$ cat config.mk
export PLATFORM = sky130hd
export DESIGN_NAME = ntfs_runlist_decoder
export DESIGN_NICKNAME = d
export VERILOG_FILES = /design/src/design/rld_pkg.sv /design/src/design/rld_step.sv /design/src/design/rld_out_reg.sv /design/src/design/ntfs_runlist_decoder.sv
export SDC_FILE = /design/constraint.sdc
export NUM_CORES = 1
export LEC_CHECK = 0
export BUFFER_PORTS_ARGS = -buffer_cell sky130_fd_sc_hd__buf_2
export CAP_MARGIN = 20
export CORE_MARGIN = 10
export CORE_UTILIZATION = 55
export DETAILED_ROUTE_END_ITERATION = 16
export PLACE_DENSITY = 0.75
export SLEW_MARGIN = 20
export SYNTH_ARGS = -nofsm -noshare
export SYNTH_HDL_FRONTEND = slang
export SYNTH_SLANG_ARGS = --single-unit
$ cat constraint.sdc
create_clock -name clk -period 12.38 [get_ports clk]
set_input_delay 0.619 -clock clk [delete_from_list [all_inputs] [get_ports clk]]
set_output_delay 0.619 -clock clk [all_outputs]
set_load 0.005 [all_outputs]
$ cat src/design/rld_pkg.sv
// Package for the NTFS runlist decoder: decode phases, result kinds,
// the decoder state and result records. No dependencies.
package rld_pkg;

    // Largest length or offset field, in bytes, that the decoder accepts
    localparam int unsigned MAX_FIELD_BYTES = 8;

    localparam int unsigned RESULT_KIND_W = 3;
    localparam int unsigned WORD_W        = 64;

    typedef enum logic [1:0] {
        PH_HEADER = 2'd0,
        PH_LENGTH = 2'd1,
        PH_OFFSET = 2'd2,
        PH_DONE   = 2'd3
    } phase_t;

    typedef enum logic [RESULT_KIND_W-1:0] {
        K_RUN      = 3'd0,
        K_RUN_END  = 3'd1,
        K_TERM     = 3'd2,
        K_ZERO_LEN = 3'd3,
        K_BUF_END  = 3'd4,
        K_CUT      = 3'd5,
        K_OVERSIZE = 3'd6
    } kind_t;

    typedef struct packed {
        phase_t              phase;
        logic [3:0]          len_left;
        logic [3:0]          off_total;
        logic [2:0]          pos;
        logic [WORD_W-1:0]   len_acc;
        logic [WORD_W-1:0]   off_acc;
        logic [WORD_W-1:0]   cluster;
    } dec_state_t;

    typedef struct packed {
        kind_t               kind;
        logic [WORD_W-1:0]   cluster;
        logic [WORD_W-1:0]   count;
    } result_t;

endpackage

$ cat src/design/rld_step.sv
// Per-byte decode step of the runlist decoder: next state and result.
// Depends on rld_pkg.
module rld_step
    import rld_pkg::*;
(
    input  dec_state_t  cur,
    input  logic [7:0]  data_byte,
    input  logic        first_byte,
    input  logic        last_byte,
    output dec_state_t  nxt,
    output logic        res_valid,
    output result_t     res
);

    logic [3:0]        lb;
    logic [3:0]        ob;
    logic [WORD_W-1:0] byte_shifted;
    logic [WORD_W-1:0] sign_mask;
    logic [WORD_W-1:0] off_full;
    logic [WORD_W-1:0] cluster_sum;
    logic [WORD_W-1:0] len_full;

    assign lb = data_byte[3:0];
    assign ob = data_byte[7:4];

    always_comb
    begin
        nxt       = cur;
        res_valid = 1'b0;
        res       = '{kind: K_RUN, cluster: '0, count: '0};

        if (first_byte)
        begin
            nxt.cluster = '0;
            nxt.phase   = PH_HEADER;
        end

        byte_shifted = {{(WORD_W-8){1'b0}}, data_byte} << {nxt.pos, 3'b000};
        sign_mask    = {WORD_W{1'b1}} << {nxt.off_total[2:0], 3'b000};
        len_full     = nxt.len_acc | byte_shifted;
        off_full     = nxt.off_acc | byte_shifted;
        if (data_byte[7] && !nxt.off_total[3])
        begin
            off_full = off_full | sign_mask;
        end
        // Offset is zero when no offset bytes exist, so the run repeats the cluster
        cluster_sum = nxt.cluster + (nxt.phase == PH_OFFSET ? off_full : nxt.off_acc);

        case (nxt.phase)
            PH_HEADER:
            begin
                nxt.len_acc = '0;
                nxt.off_acc = '0;
                nxt.pos     = '0;
                res_valid   = 1'b1;
                nxt.phase   = PH_DONE;
                if (data_byte == 8'h00)
                begin
                    res.kind = K_TERM;
                end
                else if (lb == 4'd0)
                begin
                    res.kind = K_ZERO_LEN;
                end
                else if (lb > 4'(MAX_FIELD_BYTES) || ob > 4'(MAX_FIELD_BYTES))
                begin
                    res.kind = K_OVERSIZE;
                end
                else if (last_byte)
                begin
                    res.kind = K_CUT;
                end
                else
                begin
                    res_valid     = 1'b0;
                    nxt.len_left  = lb;
                    nxt.off_total = ob;
                    nxt.phase     = PH_LENGTH;
                end
            end
            PH_LENGTH:
            begin
                nxt.len_acc  = len_full;
                nxt.pos      = nxt.pos + 3'd1;
                nxt.len_left = nxt.len_left - 4'd1;
                if (nxt.len_left == 4'd0 && nxt.off_total == 4'd0)
                begin
                    // Finish the run with no offset field
                    nxt.cluster = cluster_sum;
                    nxt.phase   = last_byte ? PH_DONE : PH_HEADER;
                    res_valid   = 1'b1;
                    res.kind    = last_byte ? K_RUN_END : K_RUN;
                    res.cluster = cluster_sum;
                    res.count   = len_full;
                end
                else
                begin
                    if (nxt.len_left == 4'd0)
                    begin
                        nxt.pos   = '0;
                        nxt.phase = PH_OFFSET;
                    end
                    if (last_byte)
                    begin
                        nxt.phase = PH_DONE;
                        res_valid = 1'b1;
                        res.kind  = K_CUT;
                    end
                end
            end
            PH_OFFSET:
            begin
                if (({1'b0, nxt.pos} + 4'd1) >= nxt.off_total)
                begin
                    nxt.off_acc = off_full;
                    nxt.cluster = cluster_sum;
                    nxt.phase   = last_byte ? PH_DONE : PH_HEADER;
                    res_valid   = 1'b1;
                    res.kind    = last_byte ? K_RUN_END : K_RUN;
                    res.cluster = cluster_sum;
                    res.count   = nxt.len_acc;
                end
                else
                begin
                    nxt.off_acc = nxt.off_acc | byte_shifted;
                    nxt.pos     = nxt.pos + 3'd1;
                    if (last_byte)
                    begin
                        nxt.phase = PH_DONE;
                        res_valid = 1'b1;
                        res.kind  = K_CUT;
                    end
                end
            end
            default:
            begin
                // List finished: drop bytes, report only the buffer end
                if (last_byte)
                begin
                    res_valid = 1'b1;
                    res.kind  = K_BUF_END;
                end
            end
        endcase
    end

endmodule

$ cat src/design/rld_out_reg.sv
// Result register of the runlist decoder; drains while it reloads.
// Depends on rld_pkg.
module rld_out_reg
    import rld_pkg::*;
(
    input  logic    clk,
    input  logic    rst_n,
    input  logic    load,
    input  result_t load_data,
    input  logic    take,
    output logic    can_load,
    output logic    valid,
    output result_t data
);

    logic    valid_reg;
    logic    valid_next;
    result_t data_reg;

    assign can_load   = !valid_reg || take;
    assign valid_next = load ? 1'b1 : (take ? 1'b0 : valid_reg);

    always_ff @(posedge clk or negedge rst_n)
    begin
        if (!rst_n)
        begin
            valid_reg <= 1'b0;
        end
        else
        begin
            valid_reg <= valid_next;
        end
    end

    always_ff @(posedge clk)
    begin
        if (load)
        begin
            data_reg <= load_data;
        end
    end

    assign valid = valid_reg;
    assign data  = data_reg;

endmodule

$ cat src/design/ntfs_runlist_decoder.sv
// Pipeline: an accepted byte passes the input register, then the result
// register, i.e. two register stages. Throughput: one byte per cycle while
// the result register can load; the 64-bit cluster add in the step logic
// is the longest path. Reset clears the decode state to "expect header",
// running cluster zero, and empties both register stages.
// Depends on rld_pkg, rld_step and rld_out_reg.
module ntfs_runlist_decoder
    import rld_pkg::*;
(
    input  logic         clk,
    input  logic         rst_n,
    // Byte stream in
    input  logic         s_tvalid,
    output logic         s_tready,
    input  logic [7:0]   s_tdata,    // [7:0] data_byte
    input  logic [0:0]   s_tuser,    // [0] first_byte
    input  logic         s_tlast,    // last_byte
    // Run records out
    output logic         m_tvalid,
    input  logic         m_tready,
    output logic [127:0] m_tdata,    // [63:0] run_cluster, [127:64] run_count
    output logic [2:0]   m_tuser     // [2:0] kind
);

    // Input register: holds one accepted byte until the step logic consumes it
    logic       stage_valid_reg;
    logic       stage_valid_next;
    logic [7:0] stage_byte_reg;
    logic       stage_first_reg;
    logic       stage_last_reg;

    // Decoder state, advanced once per consumed byte
    dec_state_t state_reg;
    dec_state_t state_next;
    dec_state_t step_state;

    logic       res_valid;
    result_t    res;
    logic       out_can_load;
    logic       out_valid;
    result_t    out_data;
    logic       advance;

    // Consume the staged byte whenever the result register has room
    assign advance  = stage_valid_reg && out_can_load;
    // Accept a new byte when the stage is empty or being consumed this cycle
    assign s_tready = !stage_valid_reg || advance;

    assign stage_valid_next = s_tready ? s_tvalid : stage_valid_reg;
    assign state_next       = advance ? step_state : state_reg;

    always_ff @(posedge clk or negedge rst_n)
    begin
        if (!rst_n)
        begin
            stage_valid_reg <= 1'b0;
            state_reg       <= '{phase: PH_HEADER, len_left: '0, off_total: '0,
                                 pos: '0, len_acc: '0, off_acc: '0, cluster: '0};
        end
        else
        begin
            stage_valid_reg <= stage_valid_next;
            state_reg       <= state_next;
        end
    end

    // Payload of the input register: load on every transaction
    always_ff @(posedge clk)
    begin
        if (s_tvalid && s_tready)
        begin
            stage_byte_reg  <= s_tdata;
            stage_first_reg <= s_tuser[0];
            stage_last_reg  <= s_tlast;
        end
    end

    rld_step u_step (
        .cur        (state_reg),
        .data_byte  (stage_byte_reg),
        .first_byte (stage_first_reg),
        .last_byte  (stage_last_reg),
        .nxt        (step_state),
        .res_valid  (res_valid),
        .res        (res)
    );

    // Result register: only bytes that produce a record load it
    rld_out_reg u_out (
        .clk       (clk),
        .rst_n     (rst_n),
        .load      (advance && res_valid),
        .load_data (res),
        .take      (m_tready),
        .can_load  (out_can_load),
        .valid     (out_valid),
        .data      (out_data)
    );

    assign m_tvalid = out_valid;
    assign m_tdata  = {out_data.count, out_data.cluster};
    assign m_tuser  = out_data.kind;

    // An empty input stage always takes a byte
    a_empty_stage_ready: assert property (@(posedge clk) disable iff (!rst_n)
        !stage_valid_reg |-> s_tready)
        else $error("input stage empty but not ready");

    // A stalled result blocks the step logic
    a_stall_holds_state: assert property (@(posedge clk) disable iff (!rst_n)
        (m_tvalid && !m_tready) |=> $stable(state_reg))
        else $error("decode state moved while result stalled");

    // Terminator and error kinds end the list
    a_term_ends_list: assert property (@(posedge clk) disable iff (!rst_n)
        (advance && res_valid && (res.kind == K_TERM || res.kind == K_ZERO_LEN
            || res.kind == K_OVERSIZE || res.kind == K_CUT))
        |=> state_reg.phase == PH_DONE)
        else $error("list not closed after terminating result");

    // Records other than runs carry no cluster or count
    a_nonrun_zero: assert property (@(posedge clk) disable iff (!rst_n)
        (m_tvalid && m_tuser != K_RUN && m_tuser != K_RUN_END) |-> m_tdata == '0)
        else $error("non-run record carries run data");

endmodule

# After elaboration in Yosys (flattened, before gate mapping)
# Index checks and enable logic that the tools add are counted.
# Widths: inputs -> output; s select.
[word_totals]
in_bits = 14
out_inout_bits = 133
word_cells = 110
reg_bits = 348
[classes]
reduce_logical = 25
n_bitwise = 7
n_eq_ne = 7
n_mux = 47
addsub = 4
n_lt_le_gt_ge = 3
shifts = 2
[op_table]
columns = ["op", "count"]
rows = [
  ["$mux 64", 6],
  ["$pmux 64 s2", 3],
  ["$mux 128", 2],
  ["$pmux 128 s2", 1],
  ["$or 64x64->64", 3],
  ["$add 64x64->64", 1],
  ["$shl 64x6->64 const A", 1],
  ["$shl 8x6->64", 1],
  ["$mux 10", 4],
  ["$mux 3", 10],
  ["$pmux 3 s3", 2],
  ["$mux 2", 7],
  ["$logic_not 4->1", 3],
  ["$reduce_and 6->1", 2],
  ["$ne 2x2->1 const B", 5],
  ["$mux 1", 9],
  ["$gt 4x4->1 const B", 2],
  ["$logic_not 8->1", 1],
  ["$pmux 4 s2", 1],
  ["$pmux 2 s3", 1],
  ["$reduce_bool 2->1", 3],
  ["$logic_and 1x1->1", 5],
  ["$add 3x1->4 const B", 1],
  ["$ge 4x4->1", 1],
  ["12 further kinds", 20],
]

# Longest topological paths before layout
[logic_depth]
depth_word = 8
mapped_depth = 20
ltp_nobuf = 16

# By module
# Synthesis repeated with hierarchy kept, for this count alone.
[hier_totals]
cells_unflattened = 2356
hier_area_um2 = 22580.4
[by_module_without_submodules]
columns = ["module", "n_inst", "seq_area_each_um2", "area_each_um2", "cells_each"]
rows = [
  ["rld_step", 1, 0.0, 10212.3, 1774],
  ["ntfs_runlist_decoder", 1, 5455.2, 8386.8, 448],
  ["rld_out_reg", 1, 3958.8, 3981.3, 134],
]

# Least setup slack after synthesis
# OpenSTA, ideal clock, no wires.
[synth_path]
path_type = "register -> register"
start = "register state_reg[194] (netlist bit)"
end = "register u_out.valid_reg (netlist: u_out.valid)"
path_buffers = 5
setup_slack_ns = -0.850
required_ns = 12.252
path_stages_with_launch = 13
arrival_ns = 13.101
setup_time_ns = 0.128
period_less_slack_ns = 13.230
path_cell_list = "dfrtp_1 > clkbuf_1 > and3_1 > clkbuf_1 > buf_1 > ha_1 > a21o_1 > clkbuf_1 > and2_1 > clkbuf_1 > o31ai_1 > a221oi_1 > or2_2"
[synth_via]
elab_chain_len = 6
elab_cells_between_ends = 7
cone_classes = "1 x add/sub; 1 x order compare; 3 x mux; 2 x reduce/logical"
[synth_rtl]
columns = ["element", "line", "rtl"]
rows = [
  ["from (decl)", "ntfs_runlist_decoder.sv:33", "dec_state_t state_reg;"],
  ["from (signal assigned)", "ntfs_runlist_decoder.sv:57", "state_reg <= '{phase: PH_HEADER, len_left: '0, off_total: '0,"],
  ["from (signal assigned)", "ntfs_runlist_decoder.sv:63", "state_reg <= state_next;"],
  ["$add 3x1->4 *", "rld_step.sv:113", "if (({1'b0, nxt.pos} + 4'd1) >= nxt.off_total)"],
  ["$ge 4x4->1 *", "rld_step.sv:113", ""],
  ["$mux 1 *", "rld_step.sv:113", ""],
  ["$pmux 1 s3 *", "rld_step.sv:49", "case (nxt.phase)"],
  ["$logic_and 1x1->1 *", "ntfs_runlist_decoder.sv:92", ".load (advance && res_valid),"],
  ["net u_out.load", "rld_out_reg.sv:8", "input logic load,"],
  ["$mux 1 or $reduce_bool 2->1 (tied branches)", "n/a", ""],
  ["to (signal assigned)", "rld_out_reg.sv:31", "valid_reg <= valid_next;"],
  ["to (decl)", "rld_out_reg.sv:16", "logic valid_reg;"],
]
# Mark *: on every way through the listed nets, which the timed path passes. The rest lies on a longest branch.
# A chain may end at the register's enable or synchronous reset.

==> results.py <==
metrics = {
    "floorplan": {
        "io_pins": 147,
        "die_x_um": 209.9,
        "start_util_pct": 55.78,
        "core_um2": 35570,
        "die-area_um2": 44070,
        "die_y_um": 209.9,
        "fp-row-count": 69,
    },
    "sta": {
        "hold_viol": 0,
        "worst_pin_slew_ns": 1.063,
        "fin_crit_ns": 5.638,
        "tns_ns": 0,
        "setup_slack_ns": 6.742,
        "clock.fmax_mhz": 177.4,
        "relSlewSlack_pct": 28.86,
        "drv_slew": 0,
        "rsz0062_at_grt": "no",
        "setup_viol": 0,
        "finalCritPeriodShare_pct": 45.54,
        "finClkSkew_ns": 0.02221,
    },
    "synth": {
        "synth_edf_count": 141,
        "synth_commonest_cells": "nand2_1, nor2_1, dfrtp_1",
        "synth_seq_cells": 348,
        "syn-cell-area_um2": 19840,
        "synth_area_leaders": "dfrtp_1, edfxtp_1, nand2_1",
        "avgSynthCellArea_um2": 8.978,
        "ys_seq_area_share_pct": 47.45,
        "syn_nets": 2313,
        "synthArstFlopShare_pct": 59.48,
        "synth_top_cell_area_share_pct": 26.11,
        "yosys_warnings": 0,
        "synth_most_common_cell": "nand2_1",
        "ys.flop_type": "dfrtp_1",
        "ys_types": 69,
        "synth_top_area_cell": "dfrtp_1",
        "syn_inst": 2210,
    },
    "critical_path": {
        "critPathCaptureType": "flip-flop",
        "cp-start-kind": "flip-flop",
        "timing.rr.start": "stage_byte_reg[7]",
        "worstPathArrival_ns": 5.92,
        "cp_data_required_time_ns": 12.66,
        "crit_fanout": 18,
        "cp-startpoint": "stage_byte_reg[7]",
        "worst-setup-path-type": "reg -> reg",
    },
    "clock_tree": {
        "cts-resized-gates": 0,
        "cts_root_buf": "clkbuf_16",
        "clk_latency_ns": 0.56,
        "cts_post_setup_buffers_inserted": 0,
        "cts_buffer_depth": 3,
        "cts_tree": "built",
        "clkSinkCount": 348,
        "cts_hold_buf": 0,
        "cts_buffers": 39,
        "clk_pin_slew_ns": 0.06,
        "h-tree-depth": 2,
    },
    "cells_and_area": {
        "syn_to_final_growth_pct": 10.78,
        "layout.nets": 2381,
        "fin_util_pct": 61.79,
        "diodes": 0,
        "fillers": 3020,
        "largest_reg_flops": 205,
        "drive_gt1_share_pct": 10.84,
    },
    "placed_design": {
        "dp_hpwl_mm": 40.26,
        "routabilityCongestion": 0.9524,
        "pre_cts_slack_ns": 6.924,
        "portBuffers": 146,
    },
    "global_routing": {
        "grt_max_degree": 87,
        "grt-ovfl-total": 0,
        "grt.total_usage_pct": 25.82,
        "grt_pass1_vias": 16410,
        "grt_pass1_wl_mm": 92.03,
        "antenna_found_initial": 0,
    },
    "drt": {
        "via_count": 16860,
        "wl_per_cell_um": 20.91,
        "viasPerCell": 6.093,
        "first_pass_iters": 6,
        "routed_wl_mm": 57.86,
        "drt_iter0_drc": 1712,
        "ant_nets": 0,
        "drc_errors": 0,
    },
    "power_and_ir_drop": {
        "irDropWorstVdd_mv": 0.1494,
        "power.leakage_uw": 0.01045,
        "powerDensity_nw_per_um2": 186.9,
    },
    "job": {
        "cap_violations": 0,
    },
    "hold_path": {
        "min_path_type": "in -> async",
    },
    "outcome": {
        "outcome": "finished clean",
    },
}
## layout by cell type (no fill, tap or decap), drive strengths merged, types with 14 or more instances in the layout
| cell | instances |
|---|---|
| a31oi | 41 |
| nor2 | 268 |
| o21ai | 148 |
| buf | 165 |
| dfrtp | 207 |
| and3 | 14 |
| nor2b | 108 |
| xnor2 | 32 |
| a22oi | 33 |
| a22o | 19 |
| and2 | 17 |
| o21a | 15 |
| xor2 | 31 |
| o211ai | 14 |
| clkbuf | 58 |
| nand4 | 29 |
| ha | 88 |
| nand2 | 362 |
| nand2b | 56 |
| a21oi | 191 |
| nor3 | 15 |
| a21boi | 38 |
| inv | 23 |
| edfxtp | 141 |
| a21o | 85 |
| nand3 | 14 |
## critical path: stages (launching register included)
cell      delay, ns
edfxtp_1       0.81
nor2b_1        0.73
nand2_1        0.40
or3_1          0.56
nand2_1        0.11
a21o_1         0.16
ha_1           0.26
a21oi_1        0.20
a21oi_1        0.16
o21ai_0        0.30
a31oi_1        0.19
o21ai_0        0.59
nor2b_1        0.46
o21bai_1       0.13
xnor2_1        0.21
nor2_1         0.07
## final timing paths
| check | cells after the start | slack (ns) | to |
|---|---|---|---|
| max | 15 | 6.74 | u_out.data[98] |
| min | 1 | 0.14 | state_reg[162] |
| max reg2reg | 15 | 6.74 | u_out.data[98] |
| min reg2reg | 2 | 0.47 | state_reg[55] |
| max in group asynchronous | 2 | 10.77 | state_reg[118] |
| min in group clk | 1 | 0.24 | stage_byte_reg[3] |
## cell type report
class | instances | area [um2] | share of cell area [%]
clock buffers | 57 | 1054 | 4.793
multi-input cells | 1700 | 9867 | 44.89
repair buffers | 166 | 889.6 | 4.047
flip-flops and latches | 348 | 9414 | 42.83
well taps | 461 | 576.8 | 2.624
clock inverters | 12 | 92.59 | 0.4212
inverters | 23 | 86.33 | 0.3928
## stage by stage
| step | power (uW) | hold slack, ns | std cells | area (um2) |
|---|---|---|---|---|
| floorplan | 2550 | 0.3234 | 2210 | 19850 |
| global placement | 3007 | 0.4534 | 2698 | 20830 |
| detailed placement | 3032 | 0.4623 | 2698 | 20830 |
| CTS | 4119 | 0.1536 | 2767 | 21980 |
| global route | 4336 | 0.1894 | 2767 | 21980 |
| finish | 4109 | 0.1407 | 2767 | 21980 |
## power by group
part	internal (uW)	switching, uW	total (uW)	leakage, uW
registers	1470	120	1590	0.00421
clock network	611	468	1080	0.000556
logic	462	980	1440	0.00568
## per-layer routing
| metal | up-vias | GRT usage (%) | share of wire, % |
|---|---|---|---|
| met1 | 8203 | 35.47 | 45 |
| met4 | 0 | 10.30 | 3.7 |
| li1 | 7871 | - | - |
| met5 | - | 0 | 0 |
| met2 | 661 | 40.17 | 45 |
| met3 | 125 | 4.273 | 6.4 |
## logic make-up (layout without fill, tap and decap cells)
logic type,Yosys count,count (layout),share of synthesized area (%)
xor gates and xnor gates,63,63,2.781
AOI/OAI and AO/OA,634,634,20.00
muxes,4,4,0.2144
adders and majority gates,90,90,5.701
and+or+nand+nor,909,909,20.70
buffers and inverters,162,258,3.153
DFF,348,348,47.45
Power figures use the tool's default switching activity.
